### config.mk
export PLATFORM = sky130hd
export DESIGN_NAME = k_smallest_window_mean
export DESIGN_NICKNAME = d
export VERILOG_FILES = /design/src/rtl/core/ksm_pkg.sv /design/src/rtl/core/ksm_divider.sv /design/src/rtl/core/ksm_datapath.sv /design/src/rtl/core/ksm_ctrl.sv /design/src/rtl/core/k_smallest_window_mean.sv
export SDC_FILE = /design/constraint.sdc
export NUM_CORES = 1
export LEC_CHECK = 0
export BUFFER_PORTS_ARGS = -buffer_cell sky130_fd_sc_hd__buf_2
export CAP_MARGIN = 10
export CORE_ASPECT_RATIO = 0.75
export CORE_MARGIN = 2
export CORE_UTILIZATION = 48
export CTS_CLUSTER_DIAMETER = 100
export CTS_CLUSTER_SIZE = 24
export DETAILED_ROUTE_END_ITERATION = 16
export PLACE_DENSITY_LB_ADDON = 0.08
export SLEW_MARGIN = 20
export SYNTH_ARGS = -nofsm -noshare
export SYNTH_HDL_FRONTEND = slang
export SYNTH_HIERARCHICAL = 1
export SYNTH_SLANG_ARGS = --single-unit
export TNS_END_PERCENT = 30
### constraint.sdc
create_clock -name clk_i -period 3.4 [get_ports clk_i]
set_clock_uncertainty 0.2 [all_clocks]
set_input_delay 1.02 -clock clk_i [delete_from_list [all_inputs] [get_ports clk_i]]
set_output_delay 1.02 -clock clk_i [all_outputs]
set_load 0.02 [all_outputs]
### src/rtl/core/ksm_pkg.sv
// shared types, constants and helpers for the k smallest window mean block
package ksm_pkg;

  localparam int MAX_SAMPLES = 8;
  localparam int PIX_W       = 8;
  localparam int CFG_W       = 4;
  localparam int COUNT_W     = 4;
  localparam int COUNT_MAX   = 15;
  localparam int CLEAR_VALUE = 255;
  localparam int CFG_RESET   = 3;
  localparam int K_W         = $clog2(MAX_SAMPLES + 1);
  localparam int IDX_W       = (MAX_SAMPLES > 1) ? $clog2(MAX_SAMPLES) : 1;
  localparam int SUM_W       = $clog2(MAX_SAMPLES * CLEAR_VALUE + 1);
  localparam int DIV_CNT_W   = $clog2(SUM_W + 1);

  typedef struct packed {
    logic [PIX_W-1:0] pixel;
    logic             last;
  } item_t;

  typedef struct packed {
    logic [PIX_W-1:0] background;
    logic             short_window;
  } result_t;

  // controller to datapath
  typedef struct packed {
    logic take_item;
    logic sum_en;
    logic div_start;
    logic finish;
  } ctrl_cmd_t;

  // datapath to controller
  typedef struct packed {
    logic sum_done;
    logic div_done;
  } ctrl_sts_t;

  // clamp the programmed count into 1..MAX_SAMPLES
  function automatic logic [K_W-1:0] eff_k(logic [CFG_W-1:0] c);
    logic [K_W-1:0] k;
    if (c == '0) begin
      k = K_W'(1);
    end else if (32'(c) > MAX_SAMPLES) begin
      k = K_W'(MAX_SAMPLES);
    end else begin
      k = K_W'(c);
    end
    return k;
  endfunction

endpackage

### src/rtl/core/ksm_divider.sv
// restoring divider, one quotient bit per cycle
module ksm_divider (
  input  logic                       clk_i,
  input  logic                       rst_ni,
  input  logic                       start_i,
  input  logic [ksm_pkg::SUM_W-1:0]  dividend_i,
  input  logic [ksm_pkg::K_W-1:0]    divisor_i,
  output logic                       done_o,
  output logic [ksm_pkg::SUM_W-1:0]  quotient_o
);

  logic [ksm_pkg::SUM_W-1:0]     dvd_q, dvd_d;
  logic [ksm_pkg::K_W-1:0]       rem_q, rem_d;
  logic [ksm_pkg::K_W-1:0]       dsr_q, dsr_d;
  logic [ksm_pkg::DIV_CNT_W-1:0] cnt_q, cnt_d;
  logic                          run_q, run_d;
  logic                          done_q, done_d;
  logic [ksm_pkg::K_W:0]         trial;
  logic                          qbit;

  always_comb begin
    trial  = {rem_q, dvd_q[ksm_pkg::SUM_W-1]};
    qbit   = (trial >= {1'b0, dsr_q});
    dvd_d  = dvd_q;
    rem_d  = rem_q;
    dsr_d  = dsr_q;
    cnt_d  = cnt_q;
    run_d  = run_q;
    done_d = 1'b0;
    if (start_i) begin
      dvd_d = dividend_i;
      rem_d = '0;
      dsr_d = divisor_i;
      cnt_d = ksm_pkg::DIV_CNT_W'(ksm_pkg::SUM_W);
      run_d = 1'b1;
    end else if (run_q) begin
      // quotient bits shift in where the dividend shifts out
      dvd_d = {dvd_q[ksm_pkg::SUM_W-2:0], qbit};
      rem_d = qbit ? ksm_pkg::K_W'(trial - {1'b0, dsr_q})
                   : ksm_pkg::K_W'(trial);
      cnt_d = cnt_q - 1'b1;
      if (cnt_q == ksm_pkg::DIV_CNT_W'(1)) begin
        run_d  = 1'b0;
        done_d = 1'b1;
      end
    end
  end

  always_ff @(posedge clk_i or negedge rst_ni) begin
    if (!rst_ni) begin
      cnt_q  <= '0;
      run_q  <= 1'b0;
      done_q <= 1'b0;
    end else begin
      cnt_q  <= cnt_d;
      run_q  <= run_d;
      done_q <= done_d;
    end
  end

  always_ff @(posedge clk_i) begin
    dvd_q <= dvd_d;
    rem_q <= rem_d;
    dsr_q <= dsr_d;
  end

  assign done_o     = done_q;
  assign quotient_o = dvd_q;

endmodule

### src/rtl/core/ksm_datapath.sv
// sorted k smallest store, accumulator, divider and result register
module ksm_datapath (
  input  logic                       clk_i,
  input  logic                       rst_ni,
  input  ksm_pkg::item_t             item_i,
  input  logic                       cfg_we_i,
  input  logic [ksm_pkg::CFG_W-1:0]  cfg_data_i,
  input  ksm_pkg::ctrl_cmd_t         cmd_i,
  output ksm_pkg::ctrl_sts_t         sts_o,
  output logic                       done_o,
  output ksm_pkg::result_t           result_o
);

  logic [ksm_pkg::PIX_W-1:0]   vals_q [ksm_pkg::MAX_SAMPLES];
  logic [ksm_pkg::PIX_W-1:0]   vals_ins [ksm_pkg::MAX_SAMPLES];
  logic [ksm_pkg::COUNT_W-1:0] count_q, count_inc;
  logic [ksm_pkg::CFG_W-1:0]   cfg_q;
  logic [ksm_pkg::K_W-1:0]     k_q, k_now;
  logic [ksm_pkg::IDX_W-1:0]   idx_q;
  logic [ksm_pkg::SUM_W-1:0]   sum_q;
  logic                        short_q;
  logic                        valid_q;
  ksm_pkg::result_t            result_q;
  logic                        div_done;
  logic [ksm_pkg::SUM_W-1:0]   quotient;

  // insert the new pixel into the ascending list, every slot in parallel
  always_comb begin
    if (vals_q[0] <= item_i.pixel) begin
      vals_ins[0] = vals_q[0];
    end else begin
      vals_ins[0] = item_i.pixel;
    end
    for (int i = 1; i < ksm_pkg::MAX_SAMPLES; i++) begin
      if (vals_q[i] <= item_i.pixel) begin
        vals_ins[i] = vals_q[i];
      end else if (vals_q[i-1] <= item_i.pixel) begin
        vals_ins[i] = item_i.pixel;
      end else begin
        vals_ins[i] = vals_q[i-1];
      end
    end
  end

  assign count_inc = (32'(count_q) < ksm_pkg::COUNT_MAX) ? count_q + 1'b1 : count_q;
  // a write landing with the last pixel already counts for that window
  assign k_now     = ksm_pkg::eff_k(cfg_we_i ? cfg_data_i : cfg_q);

  always_ff @(posedge clk_i or negedge rst_ni) begin
    if (!rst_ni) begin
      for (int i = 0; i < ksm_pkg::MAX_SAMPLES; i++) begin
        vals_q[i] <= ksm_pkg::PIX_W'(ksm_pkg::CLEAR_VALUE);
      end
      count_q <= '0;
      cfg_q   <= ksm_pkg::CFG_W'(ksm_pkg::CFG_RESET);
      valid_q <= 1'b0;
    end else begin
      valid_q <= cmd_i.finish;
      if (cfg_we_i) begin
        cfg_q <= cfg_data_i;
      end
      if (cmd_i.finish) begin
        for (int i = 0; i < ksm_pkg::MAX_SAMPLES; i++) begin
          vals_q[i] <= ksm_pkg::PIX_W'(ksm_pkg::CLEAR_VALUE);
        end
        count_q <= '0;
      end else if (cmd_i.take_item) begin
        vals_q  <= vals_ins;
        count_q <= count_inc;
      end
    end
  end

  always_ff @(posedge clk_i) begin
    if (cmd_i.take_item && item_i.last) begin
      k_q     <= k_now;
      short_q <= (32'(count_inc) < 32'(k_now));
      sum_q   <= '0;
      idx_q   <= '0;
    end else if (cmd_i.sum_en) begin
      sum_q <= sum_q + ksm_pkg::SUM_W'(vals_q[idx_q]);
      idx_q <= idx_q + 1'b1;
    end
    if (cmd_i.finish) begin
      result_q.background   <= quotient[ksm_pkg::PIX_W-1:0];
      result_q.short_window <= short_q;
    end
  end

  ksm_divider u_divider (
    .clk_i      (clk_i),
    .rst_ni     (rst_ni),
    .start_i    (cmd_i.div_start),
    .dividend_i (sum_q),
    .divisor_i  (k_q),
    .done_o     (div_done),
    .quotient_o (quotient)
  );

  assign sts_o.sum_done = ((32'(idx_q) + 1) == 32'(k_q));
  assign sts_o.div_done = div_done;
  assign done_o         = valid_q;
  assign result_o       = result_q;

endmodule

### src/rtl/core/ksm_ctrl.sv
// sequencing state machine: take pixels, sum k values, divide, deliver
module ksm_ctrl (
  input  logic               clk_i,
  input  logic               rst_ni,
  input  logic               start,
  input  logic               last_i,
  input  ksm_pkg::ctrl_sts_t sts_i,
  output ksm_pkg::ctrl_cmd_t cmd_o,
  output logic               busy
);

  typedef enum logic [3:0] {
    S_IDLE = 4'b0001,
    S_SUM  = 4'b0010,
    S_LOAD = 4'b0100,
    S_DIV  = 4'b1000
  } state_e;

  state_e state_q, state_d;

  always_comb begin
    state_d = state_q;
    cmd_o   = '0;
    busy    = 1'b1;
    unique case (state_q)
      S_IDLE: begin
        busy            = 1'b0;
        cmd_o.take_item = start;
        if (start && last_i) begin
          state_d = S_SUM;
        end
      end
      S_SUM: begin
        cmd_o.sum_en = 1'b1;
        if (sts_i.sum_done) begin
          state_d = S_LOAD;
        end
      end
      S_LOAD: begin
        cmd_o.div_start = 1'b1;
        state_d         = S_DIV;
      end
      S_DIV: begin
        if (sts_i.div_done) begin
          cmd_o.finish = 1'b1;
          state_d      = S_IDLE;
        end
      end
      default: begin
        state_d = S_IDLE;
      end
    endcase
  end

  always_ff @(posedge clk_i or negedge rst_ni) begin
    if (!rst_ni) begin
      state_q <= S_IDLE;
    end else begin
      state_q <= state_d;
    end
  end

endmodule

### src/rtl/core/k_smallest_window_mean.sv
// top level of the k smallest window mean background estimator
//
// pixels of one window arrive one per transfer (start high while busy is
// low), the final pixel flagged by last; the block keeps the smallest
// values of the window in ascending order and, after the last pixel, gives
// the floor mean of the k smallest (k from sample_count, clamped to
// 1..MAX_SAMPLES) on result_o with done_o high for exactly one cycle;
// the receiver cannot stall, so the result must be taken in that cycle.
// a pixel without last is taken while busy stays low; after a last
// pixel busy is high while the one-add accumulator sums the k smallest
// values, the divider is loaded, the bit-serial divider works out all
// SUM_W quotient bits and the result is handed off; the result strobe
// shows in the cycle busy drops, and the next window's first pixel may
// be taken in that same cycle. sample_count is to be written through
// cfg_we_i / cfg_data_i only while idle; the block does not enforce it.
module k_smallest_window_mean (
  input  logic                      clk_i,
  input  logic                      rst_ni,
  input  logic                      start,
  input  ksm_pkg::item_t            item_i,
  output logic                      busy,
  input  logic                      cfg_we_i,
  input  logic [ksm_pkg::CFG_W-1:0] cfg_data_i,
  output logic                      done_o,
  output ksm_pkg::result_t          result_o
);

  // command and status between sequencer and datapath
  ksm_pkg::ctrl_cmd_t cmd;
  ksm_pkg::ctrl_sts_t sts;

  // sequencer: idle pixel intake, then accumulate, load and divide
  ksm_ctrl u_ctrl (
    .clk_i  (clk_i),
    .rst_ni (rst_ni),
    .start  (start),
    .last_i (item_i.last),
    .sts_i  (sts),
    .cmd_o  (cmd),
    .busy   (busy)
  );

  // datapath: sorted store, pixel count, sum, divider, result register
  ksm_datapath u_datapath (
    .clk_i      (clk_i),
    .rst_ni     (rst_ni),
    .item_i     (item_i),
    .cfg_we_i   (cfg_we_i),
    .cfg_data_i (cfg_data_i),
    .cmd_i      (cmd),
    .sts_o      (sts),
    .done_o     (done_o),
    .result_o   (result_o)
  );

endmodule

# Yosys cells after proc, flatten, opt, wreduce, memory -nomap -nowiden
# Index checks and enable logic that the tools add are counted.
[totals] regBits=130 in_bits=17 output_inout_bits=11 word_cells=122
[classes] add_sub_neg=6 magnitude_cmp=13 n_eq_ne=17 muxes=47 bitwise_logic=1 reduce_logical=14
[ops] cell="$mux W8" count=17
[ops] cell="$mux W64" count=2
[ops] cell="$le A8 B8 Y1" count=8
[ops] cell="$mux W4" count=12
[ops] cell="$eq A32 B4 Y1" count=1
[ops] cell="$bmux W8 S3" count=1
[ops] cell="$mux W11" count=2
[ops] cell="$ne A2 B1 Y1 const B" count=10
[ops] cell="$pmux W4 S4" count=1
[ops] cell="$reduce_and A2 Y1" count=8
[ops] cell="$mux W1" count=12
[ops] cell="$add A11 B8 Y11" count=1
[ops] cell="$eq A4 B1 Y1 const B" count=2
[ops] cell="$ge A5 B4 Y1" count=1
[ops] cell="$add A3 B1 Y4 const B" count=1
[ops] cell="$add A4 B1 Y4 const B" count=1
[ops] cell="$eq A4 B2 Y1 const B" count=1
[ops] cell="$eq A4 B3 Y1 const B" count=1
[ops] cell="$eq A4 B4 Y1 const B" count=1
[ops] cell="$ge A4 B4 Y1 const B" count=1
[ops] cell="$gt A4 B4 Y1 const B" count=1
[ops] cell="$logic_not A4 Y1" count=1
[ops] cell="$lt A4 B4 Y1" count=1
[ops] cell="$lt A4 B4 Y1 const B" count=1
[ops] cell="8 further kinds" count=10

# Depth between registers and ports, before layout
# Gate-level depths: netlist (run 1).
[logic_depth] depth_word=5 depth_mapped=14 mapped_depth_nobuf=12

# Modules after synthesis
# Netlist (run 1), hierarchy kept.
[modules_own_cells] mod="ksm_datapath" instances=1 cells_each=603 area_each_um2=6804.0 seq_area_each_um2=2610.0
[modules_own_cells] mod="ksm_divider" instances=1 cells_each=97 area_each_um2=1224.9 seq_area_each_um2=680.7
[modules_own_cells] mod="ksm_ctrl" instances=1 cells_each=26 area_each_um2=231.5 seq_area_each_um2=101.3

# Least setup slack after synthesis (run 1)
# Ideal clock, no wire load.
[synth_timing] path_type="input port to flip-flop" start="in item_i[6] (netlist name)" end="reg u_datapath/vals_q[60] (netlist name)" setup_ns=0.082 arrival_time_ns=2.791 t_required_ns=3.118 slack_ns=0.328 cell_stages=10 path_buffers=2 path_cell_list="clkbuf_1 > inv_1 > ha_1 > a211oi_1 > nor2_1 > o22a_2 > o21ai_4 > buf_4 > nand2_1 > o211ai_1"
[synth_via] elab_chain_len=3
[synth_lines] item="from (decl)" line="k_smallest_window_mean.sv:20" rtl="input ksm_pkg::item_t item_i,"
[synth_lines] item="$le A8 B8 Y1" line="ksm_datapath.sv:29" rtl="if (vals_q[0] <= item_i.pixel) begin"
[synth_lines] item="$ne A2 B1 Y1 (no source line)"
[synth_lines] item="$reduce_and A2 Y1 (no source line)"
[synth_lines] item="to (signal, indexed assignment)" line="ksm_datapath.sv:52" rtl="vals_q[i] <= ksm_pkg::PIX_W'(ksm_pkg::CLEAR_VALUE);"
[synth_lines] item="to (signal, indexed assignment)" line="ksm_datapath.sv:64" rtl="vals_q[i] <= ksm_pkg::PIX_W'(ksm_pkg::CLEAR_VALUE);"
[synth_lines] item="to (signal assigned)" line="ksm_datapath.sv:68" rtl="vals_q <= vals_ins;"
[synth_lines] item="to (decl)" line="ksm_datapath.sv:14" rtl="logic [ksm_pkg::PIX_W-1:0] vals_q [ksm_pkg::MAX_SAMPLES];"
# Every way passes these cells.
# A chain may end at the register's enable or synchronous reset.

# Worst setup path in the final report (run 1)
[layout_timing] start="reg u_datapath/vals_q[40] (netlist name)" end="reg u_datapath/sum_q[10] (netlist name)"
[layout_via] elab_chain_len=4
[layout_lines] item="$bmux W8 S3" line="ksm_datapath.sv:81" rtl="sum_q <= sum_q + ksm_pkg::SUM_W'(vals_q[idx_q]);"
[layout_lines] item="$mux W8 (not written as such) (2 in a row)" line="ksm_datapath.sv:81"
[layout_lines] item="$add A11 B8 Y11" line="ksm_datapath.sv:81"
[layout_lines] item="to (signal assigned)" line="ksm_datapath.sv:81"
[layout_lines] item="to (decl)" line="ksm_datapath.sv:20" rtl="logic [ksm_pkg::SUM_W-1:0] sum_q;"
# Every way passes these cells. The select of a mux whose other input is x is not followed.

==> impl_metrics.yaml, run 1 <==
clock_network:
  htreeDepth: 4
  cts_resized: 0
  cts_tree: "built"
  cts_buffers: 17
  ctsHoldBuffers: 0
  clock_path_buffers: 2
  cts_setup_buffers: 0
  cts-root-buf: "clkbuf_16"
  insertion_delay_ps: 420
  clkTransAtPathRegs_ps: 60
  clock-sinks: 130
sta:
  setup-violations-final: 0
  finalCritPeriodShare_pct: 95.29
  rsz0062_at_grt: "false"
  max_freq_mhz: 308.7
  setup-tns-final_ps: 0
  slew_violations: 0
  tightest_slew_ps: 684.2
  hold_viol_final: 0
  slew_headroom_pct: 54.39
  final.min_clock_period_ps: 3240
setup_path:
  cp_data_arrival_time_ps: 3360
  critPathMaxFanout: 3
  crit_required_ps: 3520
  startpoint_type: "flip-flop"
  critPathSlowestCell: "dfstp_2"
  crit_path_frequent_cell: "inv_1"
  crit_path_max_incr_delay_ps: 580
  crit_path_end_kind: "flip-flop"
  cp_top_family: "compound AO/OA/AOI/OAI gates"
  crit_type: "flip-flop to flip-flop"
  cp_cell_sequence: "inv_1 > mux4_2 > o21ai_0 > ha_1 > inv_1 > fa_1 > nor2b_1 > o31a_1 > o211ai_1 > nand3b_1 > a21oi_1 > a31o_2"
  cp.buffers_inverters: 2
placed_design:
  port_buffers: 27
  hpwl_mm: 15.76
  place.gp.congestion: 0.9030
synthesis:
  synthCells: 726
  synth_edf_count: 29
  yosysSeqAreaShare_pct: 41.06
  syn_avg_cell_area_sq_um: 11.38
  ys_warn_count: 6
  async_flop_share_pct: 63.85
  syn_nets: 828
  synth-seq-cells: 130
  netlist_area_sq_um: 8260
  ys_types: 66
  synth_ff_type: "dfstp_2"
floorplan:
  die_h_microns: 117.6
  start_util_pct: 49.09
  num_rows: 41
  io_pins: 28
  coreArea_sq_um: 16830
  die_x_microns: 155.5
  die_area_sq_um: 18290
power_and_ir_drop:
  finalPower_w: 0.008523
  peakVddDrop_mv: 0.4297
  p_leak_nw: 4.150
  p_clk_share_pct: 21.5
  p_sw_share_pct: 37.28
  combPwrFrac_pct: 43.5
  switching_power_w: 0.003177
  internal_power_w: 0.005346
  power_frac_seq_pct: 35.0
  pwr_density_cell_nw_per_um2: 893.7
route:
  drc: 0
  post_drt_wl_per_cell_microns: 21.18
  via_count: 6141
  routed_via_density: 6.038
  wl_mm: 21.54
  firstDrtPassIters: 5
  postRouteAntennaNets: 0
  drt_iter0_markers: 463
cells_and_area:
  multi_input_area_sq_um: 4582
  finish.utilization_pct: 56.68
  layout.nets: 891
  antenna_cells: 0
  fillCellCount: 1409
  drive_gt1_share_pct: 29.05
  seq_area_sq_um: 3393
  synthToLayoutAreaGrowth_pct: 15.45
  final_cell_mix: "83 x ha_1, 67 x dfstp_2, 66 x mux2i_1"
  final_common_cell: "ha_1"
grt:
  met1_usage_pct: 36.27
  grt_pass1_wl_mm: 34.33
  grt_start_max_net_pins: 53
  top_usage_layer: "met1"
  grt_antenna_before_repair: 0
  grt_pass1_vias: 6200
  grt.met3_usage_pct: 6.112
  grt_usage_pct: 24.53
  globalRouteOverflowTotal: 0
  grtUsageMet2_pct: 34.79
hold_path:
  hold_path.class: "flip-flop to flip-flop"
run:
  cap_viol_max_count: 0
status:
  status: "completed"
-- path summary, 6_finish.rpt --
check	startpoint	end	slack, ps	cells past startpoint
max	u_datapath/vals_q[40]	u_datapath/sum_q[10]	160	12
max in group asynchronous	rst_ni	u_datapath/vals_q[48]	1880	2
min in group asynchronous	rst_ni	u_datapath/count_q[1]	450	1
min	u_datapath/u_divider/quotient_o[6]	u_datapath/result_o[7]	250	0
min reg2reg	u_datapath/u_divider/quotient_o[6]	u_datapath/result_o[7]	250	0
max reg2reg	u_datapath/vals_q[40]	u_datapath/sum_q[10]	160	12
-- cell usage after synthesis (all sizes together), types with 16 or more instances --
| library cell | instances | area [sq um] |
|---|---|---|
| o21ai | 25 | 162.7 |
| ha | 83 | 1039 |
| edfxtp | 29 | 870.8 |
| a2bb2oi | 56 | 490.5 |
| mux4 | 16 | 360.4 |
| o211ai | 19 | 142.6 |
| buf | 16 | 93.84 |
| dfstp | 67 | 1760 |
| a21oi | 26 | 133.9 |
| dfxtp | 18 | 360.4 |
| nand4 | 17 | 106.4 |
| mux2i | 67 | 670.6 |
| nand2 | 29 | 108.9 |
| mux2 | 20 | 232.7 |
| dfrtp | 16 | 400.4 |
| inv | 38 | 142.6 |
| nor2 | 47 | 192.7 |
-- per-stage QoR --
step	area, sq um	setup slack [ps]	hold slack, ps	instances
3_3_place_gp	8939	143.5	230.7	985
4_1_cts	9532	129.4	254.2	1017
2_1_floorplan	8260	327.5	200.3	726
6_report	9537	160.3	249.5	1017
5_1_grt	9537	2.941	260.3	1017
3_5_place_dp	8939	114.0	232.7	985
-- cell type report --
class	instances	share of cell area, %
well taps	215	2.821
repair buffers	74	5.799
clock buffers	18	4.605
clock inverters	14	1.614
flip-flops and latches	130	35.58
multi-input cells	527	48.05
inverters	39	1.535
-- cells by family (layout without fill, tap and decap cells) --
group / count (synthesis) / in the layout / share of synthesized area [%]
AO/OA/AOI/OAI: 184 / 184 / 16.90
AND/OR/NAND/NOR: 141 / 141 / 8.649
flip-flops: 130 / 130 / 41.06
multiplexers: 103 / 103 / 15.30
adder cells (fa/ha/maj): 85 / 85 / 13.06
buffers and inverters: 69 / 145 / 3.544
XOR/XNOR: 14 / 14 / 1.484
-- sequential cells by signal, indices dropped and copies added (netlist names), 3 cells and up --
signal	flops
u_datapath/k_q	4
u_datapath/u_divider/quotient_o	11
u_datapath/result_o	9
u_datapath/u_divider/cnt_q	4
u_datapath/sum_q	11
u_datapath/count_q	4
u_datapath/u_divider/dsr_q	4
u_datapath/u_divider/rem_q	4
u_datapath/vals_q	64
u_datapath/idx_q	3
u_datapath/cfg_q	4
u_ctrl/state_q	4
-- layer usage --
layer / part of all wire (%) / routed length [microns] / up-vias
met4: 2.4 / 513 / 0
li1: - / - / 2900
met2: 42 / 9093 / 200
met1: 49 / 10460 / 3000
met3: 6.8 / 1473 / 41
met5: 0 / 0 / -
-- power by group through the flow --
stage               sequential [W]  combinational [W]  clock (W)
global placement           0.00298            0.00352          0
global route               0.00303            0.00409    0.00193
CTS                        0.00296            0.00368    0.00187
finish                     0.00298            0.00371    0.00184
detailed placement         0.00297            0.00365          0
floorplan                  0.00264            0.00283          0
No activity file was read; power rests on OpenSTA's default activity.
==> run 2: changes to the inputs <==
- REMOVE_ABC_BUFFERS: default -> 1
- clock period: 3.4 -> 3.95 ns (I/O delays scaled with it)
==> run 2 against run 1 <==
  * Utilization fell by 1.6 points
  * Sequential power fell by 15%
  * Worst hold slack barely moved
  * Clock power fell by 15%
  * Sequential cell count did not move
  * Final area fell by 2.8%
  * Final cell count fell by 2.6%
  * Worst setup slack improved by 320 ps
  * Via count fell by 1.0%
  * Combinational power fell by 15%
  * Power fell by 15%
  * Critical path type unchanged
  * Critical endpoint unchanged
  * Largest cell class unchanged
==> impl_metrics.yaml, run 2 (synthesized netlist as in run 1, its figures left out) <==
clock_network:
  cts_buffers: 17
  htreeDepth: 4
  cts-root-buf: "clkbuf_16"
  cts_tree: "built"
  clkTransAtPathRegs_ps: 60
  insertion_delay_ps: 420
  clock-sinks: 130
  clock_path_buffers: 2
  cts_setup_buffers: 0
cells_and_area:
  drive_gt1_share_pct: 26.55
  final_common_cell: "ha_1"
  final_cell_mix: "83 x ha_1, 67 x dfstp_2, 67 x mux2i_1"
  synthToLayoutAreaGrowth_pct: 12.19
  fillCellCount: 1483
  layout.nets: 865
  top_register: "u_datapath/vals_q"
  antenna_cells: 0
  largest_reg_flops: 64
sta:
  setup-violations-final: 0
  slew_headroom_pct: 45.23
  hold_viol_final: 0
  max_freq_mhz: 288.4
  tightest_slew_ps: 818.5
  final.min_clock_period_ps: 3467
  rsz0062_at_grt: "false"
  slew_violations: 0
  setup-tns-final_ps: 0
  setup_slack_ps: 483.1
  finalCritPeriodShare_pct: 87.77
setup_path:
  critPathMaxFanout: 13
  critPathSlowestCell: "dfxtp_1"
  startpoint_type: "flip-flop"
  cp_data_arrival_time_ps: 3580
  crit_type: "flip-flop to flip-flop"
  cp_top_family: "compound AO/OA/AOI/OAI gates"
  cp_cell_sequence: "mux4_2 > o21ai_0 > ha_1 > inv_1 > fa_1 > nor2b_1 > o31a_1 > o211ai_1 > nand3b_1 > a21oi_1 > a31o_2"
  crit_required_ps: 4060
  cp.buffers_inverters: 1
  crit_path_max_incr_delay_ps: 760
  crit_path_end_kind: "flip-flop"
hold_path:
  hold_path.class: "flip-flop to flip-flop"
status:
  status: "completed"
power_and_ir_drop:
  pwr_density_cell_nw_per_um2: 782.6
  p_leak_nw: 3.993
  peakVddDrop_mv: 0.3942
floorplan:
  start_util_pct: 49.09
  io_pins: 28
  die_x_microns: 155.5
  die_area_sq_um: 18290
  num_rows: 41
  coreArea_sq_um: 16830
  die_h_microns: 117.6
route:
  routed_via_density: 6.132
  post_drt_wl_per_cell_microns: 21.30
  postRouteAntennaNets: 0
  via_count: 6077
  drt_iter0_markers: 451
  wl_mm: 21.11
  firstDrtPassIters: 5
  drc: 0
placed_design:
  place.gp.congestion: 0.8948
  port_buffers: 27
  detailedPlace.worstSlack_ps: 192.9
  hpwl_mm: 15.51
run:
  cap_viol_max_count: 0
grt:
  grt_pass1_wl_mm: 33.93
  globalRouteOverflowTotal: 0
  grt_pass1_vias: 6002
  grt_start_max_net_pins: 84
  grt_usage_pct: 24.08
  grt_antenna_before_repair: 0
-- run 2: report_power, final --
group	leakage (nW)	internal, W	total (W)	switching [W]
clock	0.274	0.000937	0.00157	0.000636
sequential	1.32	0.00200	0.00253	0.000526
combinational	2.40	0.00155	0.00315	0.00160
total	3.99	0.00449	0.00725	0.00276
-- run 2: worst register-to-register path, stage by stage, from the launching register on --
cell and delay (ps):
dfxtp_1 760, mux4_2 400, o21ai_0 310, ha_1 280, inv_1 70, fa_1 420, nor2b_1 180, o31a_1 210
o211ai_1 120, nand3b_1 130, a21oi_1 70, a31o_2 210
-- run 2: worst paths after layout --
kind | cells after the start | slack (ps) | to | from
max reg2reg | 11 | 480 | u_datapath/sum_q[10] | u_datapath/idx_q[1]
max | 11 | 480 | u_datapath/sum_q[10] | u_datapath/idx_q[1]
min reg2reg | 0 | 250 | u_datapath/result_o[3] | u_datapath/u_divider/quotient_o[2]
max in group asynchronous | 1 | 2430 | u_ctrl/state_q[1] | rst_ni
min | 0 | 250 | u_datapath/result_o[3] | u_datapath/u_divider/quotient_o[2]
min in group asynchronous | 1 | 640 | u_datapath/done_o | rst_ni
-- run 2: timing repair --
| item | in CTS | in global routing |
|---|---|---|
| setup endpoints to repair | 0 | 1 |
| gates resized for setup | 0 | 1 |
| hold buffers | 0 | 0 |
-- run 2: per-layer routing --
metal,up-vias,wire length [microns],global-route usage [%]
li1,2823,-,-
met1,3018,10930,37.77
met2,212,8567,32.80
met3,24,1354,5.965
met4,0,253,5.906
met5,-,0,1.401
-- run 2: layout make-up --
type                       count  area [sq um]  share of cell area [%]
clock buffer                  18         429.2                   4.631
sequential                   130          3393                   36.61
inverter                      39         146.4                   1.580
clock inverter                14         152.6                   1.647
tap                          215         269.0                   2.903
multi-input combinational    527          4578                   49.40
timing repair buffer          48         299.0                   3.227
-- run 2: metrics by stage --
step	area [sq um]	total power, W	util, %	hold WS, ps	instances
global placement	8681	0.005541	51.59	225.1	959
floorplan	8114	0.004662	-	200.3	696
finish	9268	0.007253	55.08	249.4	991
CTS	9263	0.007223	55.05	242.4	991
detailed placement	8681	0.005614	51.59	231.8	959
global route	9268	0.007718	55.08	259.2	991
==> run 3: changes to the inputs <==
- ABC_AREA: default -> 1
==> run 3 against run 2 <==
  * Clock power is essentially flat
  * Critical path depth rose by 5
  * Final area grew 8.8%
  * Via count grew 30%
  * Worst setup slack worse by 43 ps
  * Sequential share of layout area shrank 3.0 points
  * Routed wire length up 16%
  * Highest routed layer unchanged
==> impl_metrics.yaml, run 3 <==
placed_design:
  placed_area_sq_um: 9498
  hpwl_mm: 17.78
  port_buffers: 27
  place.gp.congestion: 0.8722
setup_path:
  startpoint_type: "flip-flop"
  crit_type: "flip-flop to flip-flop"
  r2r_start: "u_datapath/idx_q[1]"
  crit_path_end_kind: "flip-flop"
  cp_data_arrival_time_ps: 3620
  startpoint: "u_datapath/idx_q[1]"
  crit_required_ps: 4060
  critPathMaxFanout: 19
synthesis:
  synth_ff_type: "dfstp_2"
  synthTopCellsByCount: "355 x nand2_1, 113 x inv_1, 106 x nand3_1"
  ys_types: 49
  syn_avg_cell_area_sq_um: 7.683
  synth_edf_count: 29
  synth_top_area_cell: "dfstp_2"
  async_flop_share_pct: 63.85
  yosysSeqAreaShare_pct: 37.22
  netlist_area_sq_um: 9112
  synth_top_area_share_pct: 19.32
  synth-seq-cells: 130
  synthCells: 1186
  ys_warn_count: 6
  synth_area_leaders: "dfstp_2 19%, nand2_1 15%, ha_1 11%, edfxtp_1 9.6%, nand3_1 5.8%"
  post-synth-top-count-cell: "nand2_1"
grt:
  grt_usage_pct: 25.78
  grt_start_max_net_pins: 64
  globalRouteOverflowTotal: 0
  grt_pass1_vias: 7118
  grt_antenna_before_repair: 0
  grt_pass1_wl_mm: 39.45
floorplan:
  die_x_microns: 163.1
  start_util_pct: 49.09
  num_rows: 43
  coreArea_sq_um: 18560
  io_pins: 28
  die_area_sq_um: 20110
  die_h_microns: 123.3
sta:
  setup-violations-final: 0
  rsz0062_at_grt: "false"
  slew_violations: 0
  hold_viol_final: 0
  slew_headroom_pct: 48.11
  finalCritPeriodShare_pct: 88.85
  final.min_clock_period_ps: 3510
  tightest_slew_ps: 771.3
  max_freq_mhz: 284.9
run:
  cap_viol_max_count: 0
route:
  firstDrtPassIters: 5
  drc: 0
  wl_mm: 24.58
  routed_via_density: 5.365
  post_drt_wl_per_cell_microns: 16.72
  drt_iter0_markers: 742
  via_count: 7887
  postRouteAntennaNets: 0
cells_and_area:
  fillCellCount: 1833
  largest_reg_flops: 64
  antenna_cells: 0
  synthToLayoutAreaGrowth_pct: 10.70
  top_register: "u_datapath/vals_q"
  drive_gt1_share_pct: 17.33
  final_common_cell: "nand2_1"
  layout.nets: 1312
  final_area_sq_um: 10090
  final_cell_mix: "355 x nand2_1, 113 x inv_1, 106 x nand3_1"
  finish.utilization_pct: 54.34
hold_path:
  hold_start: "u_datapath/short_q"
  hold_path.class: "flip-flop to flip-flop"
clock_network:
  clock-sinks: 130
  insertion_delay_ps: 420
  ctsHoldBuffers: 0
  cts_tree: "built"
  cts_buffers: 17
  clkTransAtPathRegs_ps: 70
  cts_resized: 0
  cts-root-buf: "clkbuf_16"
  cts_setup_buffers: 0
  htreeDepth: 4
  clock_path_buffers: 2
power_and_ir_drop:
  p_leak_nw: 5.023
  peakVddDrop_mv: 0.3343
  finalPower_w: 0.008237
  pwr_density_cell_nw_per_um2: 816.6
status:
  status: "completed"
==> run 3: final timing paths <==
path	endpoint	slack, ps	cells past startpoint
max	u_datapath/sum_q[8]	440	16
min	u_datapath/result_o[0]	230	0
max reg2reg	u_datapath/sum_q[8]	440	16
min reg2reg	u_datapath/result_o[0]	230	0
max in group asynchronous	u_datapath/vals_q[26]	2120	2
min in group asynchronous	u_datapath/u_divider/cnt_q[1]	640	1
==> run 3: cell type report <==
cell class                 count  area, sq um  share of cell area (%)
tap                          247        309.0                   3.064
sequential                   130         3392                   33.63
clock inverter                15        163.9                   1.625
timing repair buffer          39        227.7                   2.257
inverter                     125        478.0                   4.738
clock buffer                  17        425.4                   4.217
multi-input combinational    897         5091                   50.47
==> run 3: routing by layer <==
layer  track usage, %  part of all wire, %
met5                0                    0
met2            36.15                   40
met1            40.32                   52
met4            7.024                  1.3
met3            4.361                  6.0
==> run 3: through the flow <==
stage / hold slack (ps) / setup TNS (ps) / setup WS (ps) / instances
global placement: 213.0 / 0 / 466.5 / 1438
floorplan: 200.3 / -9338 / -703.0 / 1152
CTS: 238.8 / 0 / 477.3 / 1470
finish: 231.2 / 0 / 440.4 / 1470
global route: 239.9 / 0 / 147.0 / 1470
detailed placement: 222.0 / 0 / 477.7 / 1438
==> run 3: logic make-up after synthesis <==
kind of cell,share of synthesized area [%]
xor gates and xnor gates,1.153
AOI/OAI and AO/OA,12.41
DFF,37.22
buffers and inverters,7.016
adders and majority gates,11.84
and+or+nand+nor,30.36
==> run 3: power by group <==
group          total [W]  internal, W  switching (W)
Sequential       0.00266      0.00212       0.000537
Clock            0.00159     0.000895       0.000692
Combinational    0.00399      0.00146        0.00253
Total            0.00824      0.00448        0.00376
==> run 3: worst max-delay path, stage by stage (launching register included) <==
cell and delay (ps):
dfxtp_1 610, inv_1 390, a21oi_1 200, o21ai_0 180, o21ai_0 150, inv_1 60, o21ai_0 330, inv_1 120
fa_1 450, inv_1 70, nand3_1 60, nand2_1 130, nand4_1 100, nand3_1 150, nand3_1 90, nand2_1 80
nor2_1 40
